--- src/sob_pkg.sv ---
`default_nettype none

package sob_pkg;

	localparam int FILL_W      = 8;
	localparam int ENTRY_W     = 48;
	localparam int IN_TDATA_W  = 144;
	localparam int OUT_TDATA_W = 64;

	localparam logic [1:0] CMD_SUBMIT = 2'd0;
	localparam logic [1:0] CMD_EOF    = 2'd1;
	localparam logic [1:0] CMD_READ   = 2'd2;

	localparam logic [15:0]        LOW_HIDDEN  = 16'h0200;
	localparam logic [ENTRY_W-1:0] ENTRY_RESET = 48'h0000_0000_0200;

	// first field in the lowest bits, so listed last
	typedef struct packed {
		logic [3:0]         pad;
		logic [6:0]         read_index;
		logic [15:0]        base_block;
		logic signed [15:0] template_dy;
		logic signed [15:0] template_dx;
		logic [31:0]        template_attr;
		logic [15:0]        tile_offset;
		logic [3:0]         palette;
		logic               sprite_hidden;
		logic signed [15:0] sprite_y;
		logic signed [15:0] sprite_x;
	} sob_in_t;

	typedef struct packed {
		logic               pad;
		logic [FILL_W-1:0]  entry_count;
		logic [15:0]        attr_two;
		logic [31:0]        attr_low_word;
		logic [6:0]         entry_index;
	} sob_out_t;

	typedef struct packed {
		logic        keep;
		logic [15:0] attr_two;
		logic [31:0] attr_low_word;
	} sob_place_t;

	// object size table, index = shape * 4 + size
	function automatic logic [6:0] obj_width(input logic [3:0] sz);
		logic [6:0] w;
		case (sz)
			4'd0:  w = 7'd8;
			4'd1:  w = 7'd16;
			4'd2:  w = 7'd32;
			4'd3:  w = 7'd64;
			4'd4:  w = 7'd16;
			4'd5:  w = 7'd32;
			4'd6:  w = 7'd32;
			4'd7:  w = 7'd64;
			4'd8:  w = 7'd8;
			4'd9:  w = 7'd8;
			4'd10: w = 7'd16;
			4'd11: w = 7'd32;
			default: w = 7'd0;
		endcase
		return w;
	endfunction

	function automatic logic [6:0] obj_height(input logic [3:0] sz);
		logic [6:0] h;
		case (sz)
			4'd0:  h = 7'd8;
			4'd1:  h = 7'd16;
			4'd2:  h = 7'd32;
			4'd3:  h = 7'd64;
			4'd4:  h = 7'd8;
			4'd5:  h = 7'd8;
			4'd6:  h = 7'd16;
			4'd7:  h = 7'd32;
			4'd8:  h = 7'd16;
			4'd9:  h = 7'd32;
			4'd10: h = 7'd32;
			4'd11: h = 7'd64;
			default: h = 7'd0;
		endcase
		return h;
	endfunction

endpackage

`default_nettype wire

--- src/sob_place.sv ---
`default_nettype none

module sob_place (
	input  wire sob_pkg::sob_in_t req,
	input  wire logic             fill_ok,
	output sob_pkg::sob_place_t   place
);
	import sob_pkg::*;

	logic signed [16:0] left;
	logic signed [16:0] top;
	logic [17:0]        right;
	logic [17:0]        bottom;
	logic [3:0]         sz;
	logic [6:0]         w;
	logic [6:0]         h;

	assign left   = {req.sprite_x[15], req.sprite_x} + {req.template_dx[15], req.template_dx};
	assign top    = {req.sprite_y[15], req.sprite_y} + {req.template_dy[15], req.template_dy};
	assign sz     = {req.template_attr[15:14], req.template_attr[31:30]};
	assign w      = obj_width(sz);
	assign h      = obj_height(sz);
	assign right  = {left[16], left} + {11'b0, w};
	assign bottom = {top[16], top} + {11'b0, h};

	assign place.keep = !req.sprite_hidden && fill_ok &&
		(left < 17'sd240) && (top < 17'sd160) && !right[17] && !bottom[17];
	assign place.attr_low_word = {7'b0, left[8:0], 8'b0, top[7:0]} | req.template_attr;
	assign place.attr_two      = {req.palette, req.base_block[11:0]} + req.tile_offset;

endmodule

`default_nettype wire

--- config.mk ---
export PLATFORM = sky130hd
export DESIGN_NAME = sob_place
export DESIGN_NICKNAME = d
export VERILOG_FILES = /design/src/sob_pkg.sv /design/src/sob_place.sv
export SDC_FILE = /design/constraint.sdc
export NUM_CORES = 1
export LEC_CHECK = 0
export BUFFER_PORTS_ARGS = -buffer_cell sky130_fd_sc_hd__buf_2
export CORE_MARGIN = 4
export CORE_UTILIZATION = 44
export DETAILED_ROUTE_END_ITERATION = 8
export PLACE_DENSITY = 0.84
export SYNTH_ARGS = -nofsm -noshare
export SYNTH_HDL_FRONTEND = slang
export SYNTH_SLANG_ARGS = --single-unit
export TNS_END_PERCENT = 100
--- constraint.sdc ---
create_clock -name vclk -period 3.8
set_input_delay 0.38 -clock vclk [all_inputs]
set_output_delay 0.38 -clock vclk [all_outputs]
set_load 0.03 [all_outputs]
## Word level (Yosys, flattened, before mapping)

Memories as Yosys holds them, arrays and structs flattened.
Cells that the tools add are included.

- Register bits: 0
- Memory bits (read-only): 128
- Input bits: 145
- Output and inout port bits: 49
- Memories: 2

Memory list:

| memory | words | width | read ports | clocked after memory_dff | write ports | RTL line | text |
|---|---|---|---|---|---|---|---|
| (no name shown) | 16 | 4 | 1 | 0 | 0 | sob_pkg.sv:69 | `case (sz)` |
| (no name shown) | 16 | 4 | 1 | 0 | 0 | sob_pkg.sv:49 | `case (sz)` |

- Add/subtract/negate cells: 5
- Magnitude comparators: 2
- Bitwise logic cells: 1
- Reduce and logical (&&, ||, !) cells: 8

Operator list:

| kind | count |
|---|---|
| 17-bit by 8-bit adder with 18-bit output | 2 |
| 16-bit by 16-bit adder with 17-bit output | 2 |
| 17-bit by 9-bit less-than comparator with 1-bit output (second input constant) | 2 |
| 25-bit by 32-bit bitwise OR with 32-bit output | 1 |
| 16-bit adder | 1 |
| 1-bit logical AND | 5 |
| 1-bit zero test | 3 |

## Longest topological paths before layout

Gate-level depths: netlist of the first run.

- Word-level depth: 6
- Gate-level depth with buffers: 16
- Gate-level depth less buffers: 16

## Worst setup path before layout of the first run

OpenSTA, ideal clock, no wires.

- Kind: input to output
- Start: input port req[16] in the netlist's numbering
- End: output port place[48] in the netlist's numbering
- Arrival: 3335 ps
- Required time: 3420 ps
- Slack: 85 ps
- Stages: 16
- Buffers on the path: 0
- Cell sequence: ha_1 > fa_1 > a21oi_1 > inv_1 > a21oi_1 > xnor2_1 > ha_1 > nand2b_1 > o41ai_1 > a31oi_1 > nor4_1 > and4_1 > o2111a_1 > mux2_2 > nand2_1 > a22oi_2

RTL lines:

| element | RTL line | text |
|---|---|---|
| start: declaration | sob_place.sv:4 | `input wire sob_pkg::sob_in_t req,` |
| end: declaration | sob_place.sv:6 | `output sob_pkg::sob_place_t place` |

==> results of run 1 <==
-- per-layer routing --
layer,vias up,track usage (%),wire length [microns]
met5,-,0,0
met4,0,3.30,112
met3,14,0.279,384
met2,94,39.5,4420
met1,1586,21.6,3290
li1,1744,-,-
-- placed cells by master (no fill, tap or decap), types with 12 or more instances in the layout --
cell type / Yosys / layout
buf_2: 2 / 156
xor2_1: 13 / 13
nor2b_1: 14 / 14
or2_2: 14 / 14
ha_1: 57 / 56
a21oi_1: 36 / 33
inv_1: 17 / 17
nand2_1: 17 / 17
buf_4: 15 / 20
nor2_1: 28 / 28
o21ai_0: 17 / 17
xnor2_1: 20 / 19
a21o_1: 12 / 12
nand2b_1: 13 / 13
nand3_1: 12 / 12
-- cell type report --
cell class / instances / area [sq um]
Fill cell: 598 / 2520
Inverter: 17 / 63.8
Multi-Input combinational cell: 351 / 2690
Tap cell: 77 / 96.3
Timing Repair Buffer: 177 / 942
-- timing repair --
action | CTS | global route
gates cloned | 0 | 0
gates resized for setup | 9 | 2
pin swaps | 3 | 1
hold endpoints to repair | 0 | 0
setup endpoints to repair | 1 | 1
-- logic make-up (layout without fill, tap and decap cells) --
| kind of cell | after synthesis | in the layout | synth area share [%] |
|---|---|---|---|
| compound gates | 117 | 117 | 27.6 |
| xor+xnor | 33 | 33 | 10.1 |
| fa+ha+maj | 60 | 60 | 27.1 |
| buf+inv | 37 | 194 | 6.94 |
| mux | 4 | 4 | 1.45 |
| simple gates | 137 | 137 | 26.7 |
-- power breakdown --
part,switching [mW],leakage (nW),internal (mW),total (mW)
clock,0,0,0,0
combinational,0.424,1.97,0.314,0.738
sequential,0,0,0,0
-- through the flow --
stage	hold slack, ps	setup TNS, ps	setup WS (ps)	std cells
2_1_floorplan	892	0	84.5	388
3_3_place_gp	760	-179	-179	622
3_5_place_dp	760	-277	-277	622
4_1_cts	760	-93.4	-93.4	622
5_1_grt	760	-285	-285	622
6_report	760	-103	-103	622
-- final timing paths --
path,start,end,slack [ps],cells after the start
max,req[0],place[48],-100,14
min,req[63],place[10],760,0
==> key figures, run 1 <==
Route
  – Initial DRT Pass Iterations: 4
  – Vias: 3438
  – DRC violations left: 0
  – Vias per cell: 5.53
  – Routed Wire Length: 8220 microns
  – Final ANT Viol Nets: 0
  – DRT iter0 DRCs: 93
  – Drt wl/cell: 13.2 microns

Timing
  – Worst Slack Setup Final: -103 ps
  – Period utilization: 103%
  – Final setup violation count: 1
  – Worst slew pin tran: 645 ps
  – RSZ-0062 raised after global routing: yes
  – FMAX: 256 MHz
  – Final-report hold violation count: 0
  – Min Clock Period, post-route: approximately 3900 ps
  – Slew HR: 55.9%
  – Final Max Slew Viols: 0

Worst hold path
  – Worst hold-check path type: primary input to output pin

Cells and area
  – Post-layout util: around 60%
  – Share of layout cells above drive strength 1: between 30% and 40%
  – # nets final: 752
  – Number of diodes: 0
  – Final instance area: between 3000 and 4000 sq um
  – Seq cells: 0
  – CLK BUF: 0
  – Area Growth Syn to Fin: 33.2%
  – FF/Latch Area: 0 sq um

Status
  – Status: finished with violations
  – Failing checks: negative setup slack

Critical path
  – CP Capture Type: output pin
  – Critical path's slowest cell: or4_4
  – CP max FO: 3
  – CP dominant cell by count: a21o_1
  – CP max stage delay: 520 ps
  – Setup crit start kind: primary input
  – Crit path arrival time: about 3500 ps
  – CP required: 3420 ps
  – CP top delay family: compound AO/OA/AOI/OAI gates
  – Worst-path cell chain: buf_2, ha_1, fa_2, a21o_1, a21oi_2, o21ai_1, a211o_1, a21o_1, a21oi_1, xor2_1, nand4_1, or4_4, a22oi_2, buf_6
  – WS Path Type: primary input to output pin
  – Worst Path Buf+Inv: 2

Clocking
  – CTS Hold Buffers Added: 0
  – Setup Buffers After CTS: 0

Power
  – Tot Pwr: 0.738 mW
  – Pwr dens: 195 nW/um^2
  – Leakage power: between 1.5 and 2 nW
  – Max VDD drop: 121 uV

Flow run
  – Max-cap violation count: 0

Global routing
  – First-pass GRT wire length: 12800 microns
  – Vias in the first global route: 3164
  – Largest net degree at the start of global routing: 12
  – Initial antenna violation count: 0
  – GR Overflow Total: 0
  – Gr usage total: a little under a fifth

Logic synthesis
  – Syn Area/Cell: 7.35 sq um
  – Syn Inst Count: 388
  – Largest cells by area after synthesis: ha_1 25%, a21oi_1 6.3%, xnor2_1 6.1%
  – Most numerous cell in the Yosys netlist: ha_1
  – Yosys warns: 0
  – Synth top area share: roughly a quarter
  – Number of distinct library cells after synthesis: roughly 60
  – Net Count, Synth: 593
  – Cell area after synthesis: 2850 sq um
  – Post-synthesis sequential area ratio: 0%
  – Yosys top cell by area: ha_1
  – Post-synth top cells: 57 x ha_1, 36 x a21oi_1, 28 x nor2_1

Floorplanning
  – Starting Density: 45.1%
  – Total die area: just under 8000 sq um
  – Row cnt: 29
  – IO Pins: 194
  – Die height: roughly 90 microns
  – Core Region: 6310 sq um
  – Die Wd: 88.5 microns

Placed design
  – RePlAce Congestion: around 0.90
  – Post-DP Area: about 3700 sq um
  – Port bufs: 157
  – Dpl hpwl: 7250 microns
No activity file was read; power rests on OpenSTA's default activity.
==> inputs of run 2 (changes only) <==
--- a/config.mk
+++ b/config.mk
@@ -6,6 +6,7 @@
 export NUM_CORES = 1
 export LEC_CHECK = 0
 export BUFFER_PORTS_ARGS = -buffer_cell sky130_fd_sc_hd__buf_2
+export CORE_ASPECT_RATIO = 1.25
 export CORE_MARGIN = 4
 export CORE_UTILIZATION = 44
 export DETAILED_ROUTE_END_ITERATION = 8
==> run 2 against run 1 <==
Effect of this change: the flow still finishes with violations (negative setup slack); cell count is 3.5% higher; combinational power is 8.1% higher; global-route usage is 1.7 points higher; core utilization is 3.4 points higher; worst hold slack stayed put; maximum frequency is 0.74% lower; first-iteration DRC count is 7.5% higher; flip-flop and latch count stayed put; setup slack worse by 29 ps.
==> key figures, run 2 (synthesized netlist as in run 1, its figures left out) <==
Power
  – Leakage power: 2.05 nW
  – Pwr dens: 201 nW/um^2
  – Max VDD drop: about 97 uV

Timing
  – Final-report hold violation count: 0
  – Period utilization: 103%
  – FMAX: 254 MHz
  – Final setup violation count: 1
  – Final Max Slew Viols: 0
  – Worst Slack Setup Final: -132 ps
  – Slew HR: approximately 56%
  – RSZ-0062 raised after global routing: yes
  – Min Clock Period, post-route: 3930 ps
  – Worst slew pin tran: 646 ps

Cells and area
  – Final instance area: 3970 sq um
  – # nets final: roughly 770
  – # fillers: 577
  – Area occupied by multi-input gates: 2730 sq um
  – Most frequent cells in the layout: 153 x buf_2, 56 x ha_1, 34 x buf_4, 32 x a21oi_1, 28 x nor2_1
  – Number of diodes: 0
  – FF/Latch Area: 0 sq um
  – CLK BUF: 0
  – Seq cells: 0
  – Most common cell after layout, fill and taps aside: buf_2
  – Share of layout cells above drive strength 1: 40.4%
  – Final instance count without filler cells: roughly 640
  – Area Growth Syn to Fin: 39.1%

Route
  – Vias per cell: 5.56
  – DRT iter0 DRCs: 100
  – Initial DRT Pass Iterations: 4
  – Drt wl/cell: 13.5 microns
  – DRC violations left: 0
  – Vias: 3579
  – Routed Wire Length: 8710 microns
  – Final ANT Viol Nets: 0

Global routing
  – Largest net degree at the start of global routing: 12
  – GR Overflow Total: 0
  – Gr usage total: 20.7%
  – Vias in the first global route: 3467
  – Initial antenna violation count: 0
  – First-pass GRT wire length: around 14000 microns

Floorplanning
  – IO Pins: 194
  – Total die area: 7840 sq um
  – Core Region: about 6200 sq um
  – Die Wd: 80.0 microns
  – Row cnt: 32
  – Starting Density: 45.6%
  – Die height: approximately 100 microns

Critical path
  – CP max FO: 2
  – CP Capture Type: output pin
  – Crit path arrival time: around 3600 ps
  – CP max stage delay: 350 ps
  – Setup crit start kind: primary input
  – Critical path's slowest cell: fa_2
  – CP required: 3420 ps
  – Worst-path cell chain: buf_6, ha_4, fa_2, a21oi_2, inv_1, a21oi_2, xnor2_2, ha_1, nand2b_1, o41ai_2, a31oi_1, nor4_1, and4_1, o2111a_1, nand2b_1, a21o_1, a22oi_2, buf_6
  – WS Path Type: primary input to output pin
  – CP top delay family: compound AO/OA/AOI/OAI gates
  – Worst Path Buf+Inv: 3

Placed design
  – Port bufs: 157
  – Dpl hpwl: 7300 microns
  – Post-DP Area: 3740 sq um
  – RePlAce Congestion: 0.842
  – Cells after DPL: 628

Worst hold path
  – Worst hold-check path type: primary input to output pin

Status
  – Failing checks: negative setup slack
  – Status: finished with violations

Flow run
  – Max-cap violation count: 0

Clocking
  – CTS Hold Buffers Added: 0
[run 2: cell count changes in the layout (fill, tap and decap cells not counted), sizes merged]
cell and delta:
buf +14
[run 2: where the power goes]
part	total (mW)	leakage (nW)	internal (mW)	switching, mW
sequential	0	0	0	0
combinational	0.798	2.05	0.354	0.444
clock	0	0	0	0
[run 2: path summary, 6_finish.rpt]
check / start / end / slack [ps] / cells after the start
min: req[64] / place[11] / 760 / 0
max: req[16] / place[48] / -130 / 18
[run 2: metrics by stage]
stage	setup slack (ps)	power [mW]	utilization (%)	setup TNS, ps	hold WS [ps]
floorplan	84.5	0.519	-	0	892
global route	-292	0.872	63.5	-300	760
CTS	9.62	0.773	62.3	0	760
detailed placement	-291	0.724	59.9	-291	760
finish	-132	0.798	63.5	-132	760
global placement	-163	0.701	59.9	-163	760
[run 2: timing repair]
action                                  CTS  global route
resized for setup                        12            10
pin swaps                                10            13
endpoints found under the setup margin    1             2
buffers inserted                         13             4
[run 2: per-layer routing]
layer	share of wire, %	vias to the layer above	track usage [%]
li1	-	1778	-
met1	36	1650	21.4
met2	56	123	43.6
met3	5.3	28	0.554
met4	2.3	0	4.81
met5	0	-	0
[run 2: cell type report]
type | count | share of cell area, %
multi-input cells | 351 | 68.8
repair buffers | 191 | 26.9
well taps | 85 | 2.68
inverters | 17 | 1.61
==> inputs of run 3 (changes only) <==
--- a/config.mk
+++ b/config.mk
@@ -5,7 +5,7 @@
 export SDC_FILE = /design/constraint.sdc
 export NUM_CORES = 1
 export LEC_CHECK = 0
-export BUFFER_PORTS_ARGS = -buffer_cell sky130_fd_sc_hd__buf_2
+export BUFFER_PORTS_ARGS = -buffer_cell sky130_fd_sc_hd__buf_4
 export CORE_ASPECT_RATIO = 1.25
 export CORE_MARGIN = 4
 export CORE_UTILIZATION = 44
==> run 3 against run 2 <==
Effect of this change: the run still ends with negative setup slack left; critical path depth shrank 4; cell count is 3.1% lower; flip-flop and latch count is the same; cell area up 5.6%; core utilization up 3.5 points; worst hold slack stayed put; critical path type unchanged; largest power group unchanged.
==> key figures, run 3 (synthesized netlist as in run 1, its figures left out) <==
Status
  – Status: finished with violations
  – Failing checks: negative setup slack

Power
  – NetSw: 0.437 mW
  – Leakage power: around 2.1 nW
  – Combinational fraction of design power: 100.0%
  – Tot Pwr: 0.819 mW
  – Internal: between 0.3 and 0.4 mW
  – Switching part of the total: 53.4%
  – Pwr dens: 196 nW/um^2
  – Flop pwr share: 0%
  – Max VDD drop: 95.7 uV
  – Clk pwr share: 0%

Route
  – DRT iter0 DRCs: 87
  – Initial DRT Pass Iterations: 4
  – Final ANT Viol Nets: 0
  – Vias: 3457
  – Vias per cell: 5.54
  – Routed Wire Length: 8930 microns
  – Drt wl/cell: 14.3 microns
  – DRC violations left: 0

Placed design
  – Port bufs: 157
  – Dpl hpwl: 7700 microns
  – RePlAce Congestion: around 0.8
  – Post-DP Area: 4080 sq um
  – Place WS: -242 ps

Timing
  – Period utilization: 101%
  – Final-report hold violation count: 0
  – Min Clock Period, post-route: 3820 ps
  – RSZ-0062 raised after global routing: yes
  – Final Max Slew Viols: 0
  – FMAX: between 200 and 300 MHz
  – Final setup violation count: 1
  – Worst slew pin tran: 539 ps
  – Worst Slack Setup Final: -19.9 ps
  – Slew HR: a little under two thirds

Global routing
  – Gr usage total: 21.4%
  – First-pass GRT wire length: 14600 microns
  – Vias in the first global route: 3545
  – Initial antenna violation count: 0
  – Largest net degree at the start of global routing: 12
  – GR Overflow Total: 0

Critical path
  – CP max FO: 3
  – Crit path arrival time: roughly 3400 ps
  – CP required: roughly 3400 ps
  – Setup crit start kind: primary input
  – CP Capture Type: output pin
  – WS Path Type: primary input to output pin
  – Setup crit start: req[0]

Cells and area
  – Final instance area: 4190 sq um
  – Area Growth Syn to Fin: 46.9%
  – Number of diodes: 0
  – FF/Latch Area: 0 sq um
  – Most frequent cells in the layout: 170 x buf_4, 56 x ha_1, 31 x a21oi_1, 28 x nor2_1, 20 x xnor2_1
  – Area occupied by multi-input gates: roughly 2700 sq um
  – CLK BUF: 0
  – Seq cells: 0
  – Most common cell after layout, fill and taps aside: buf_4
  – # nets final: ~750
  – # fillers: 575
  – Share of layout cells above drive strength 1: 38.6%

Flow run
  – Max-cap violation count: 0

Worst hold path
  – Worst hold-check path type: primary input to output pin
  – Worst hold start: req[64]

Floorplanning
  – Row cnt: 32
  – Starting Density: 45.6%
  – Total die area: 7840 sq um
  – IO Pins: 194
  – Die Wd: 80.0 microns
  – Core Region: 6250 sq um
  – Die height: 98.0 microns

Clocking
  – CTS Hold Buffers Added: 0
-- run 3: path summary, 6_finish.rpt --
path | endpoint | slack, ps | depth (start not counted)
worst max-delay path | place[48] | -20 | 14
worst min-delay path | place[11] | 760 | 0
-- run 3: through the flow --
step	setup TNS [ps]	std cells	hold WS [ps]	utilization, %
3_3_place_gp	-113	621	760	65.4
3_5_place_dp	-242	621	760	65.4
4_1_cts	0	621	760	66.2
5_1_grt	-163	624	760	67.0
2_1_floorplan	0	388	892	-
6_report	-19.9	624	760	67.0
-- run 3: what timing repair did --
| action | in CTS | in global routing |
|---|---|---|
| gates resized for setup | 11 | 9 |
| pin swaps | 7 | 14 |
| setup endpoints to repair | 1 | 2 |
| cloned | 0 | 0 |
| buffers inserted | 0 | 3 |
-- run 3: metal layers --
metal  vias to the layer above  global-route usage, %  share of wire [%]
met1                      1605                   22.3                 36
met2                        96                   44.4                 56
li1                       1738                      -                  -
met5                         -                      0                  0
met3                        18                   1.66                5.7
met4                         0                   4.68                2.0
-- run 3: layout make-up --
| type | count | share of cell area, % |
|---|---|---|
| repair buffers | 171 | 30.8 |
| inverters | 17 | 1.52 |
| well taps | 85 | 2.54 |
| multi-input cells | 351 | 65.2 |
-- run 3: power by group through the flow --
stage | combinational (mW) | sequential [mW] | clock, mW
after floorplan | 0.519 | 0 | 0
after detailed placement | 0.787 | 0 | 0
after global routing | 0.891 | 0 | 0
after CTS | 0.800 | 0 | 0
after global placement | 0.764 | 0 | 0
final | 0.819 | 0 | 0
-- run 3: critical path, cell delays in order --
cell	delay [ps]
buf_4	110
ha_2	190
fa_2	370
a21o_1	190
a21oi_2	170
o21ai_2	90
a211o_1	350
a21o_1	200
a21oi_2	150
xor2_1	220
nand4_1	120
or4_4	530
a22oi_2	210
buf_6	160
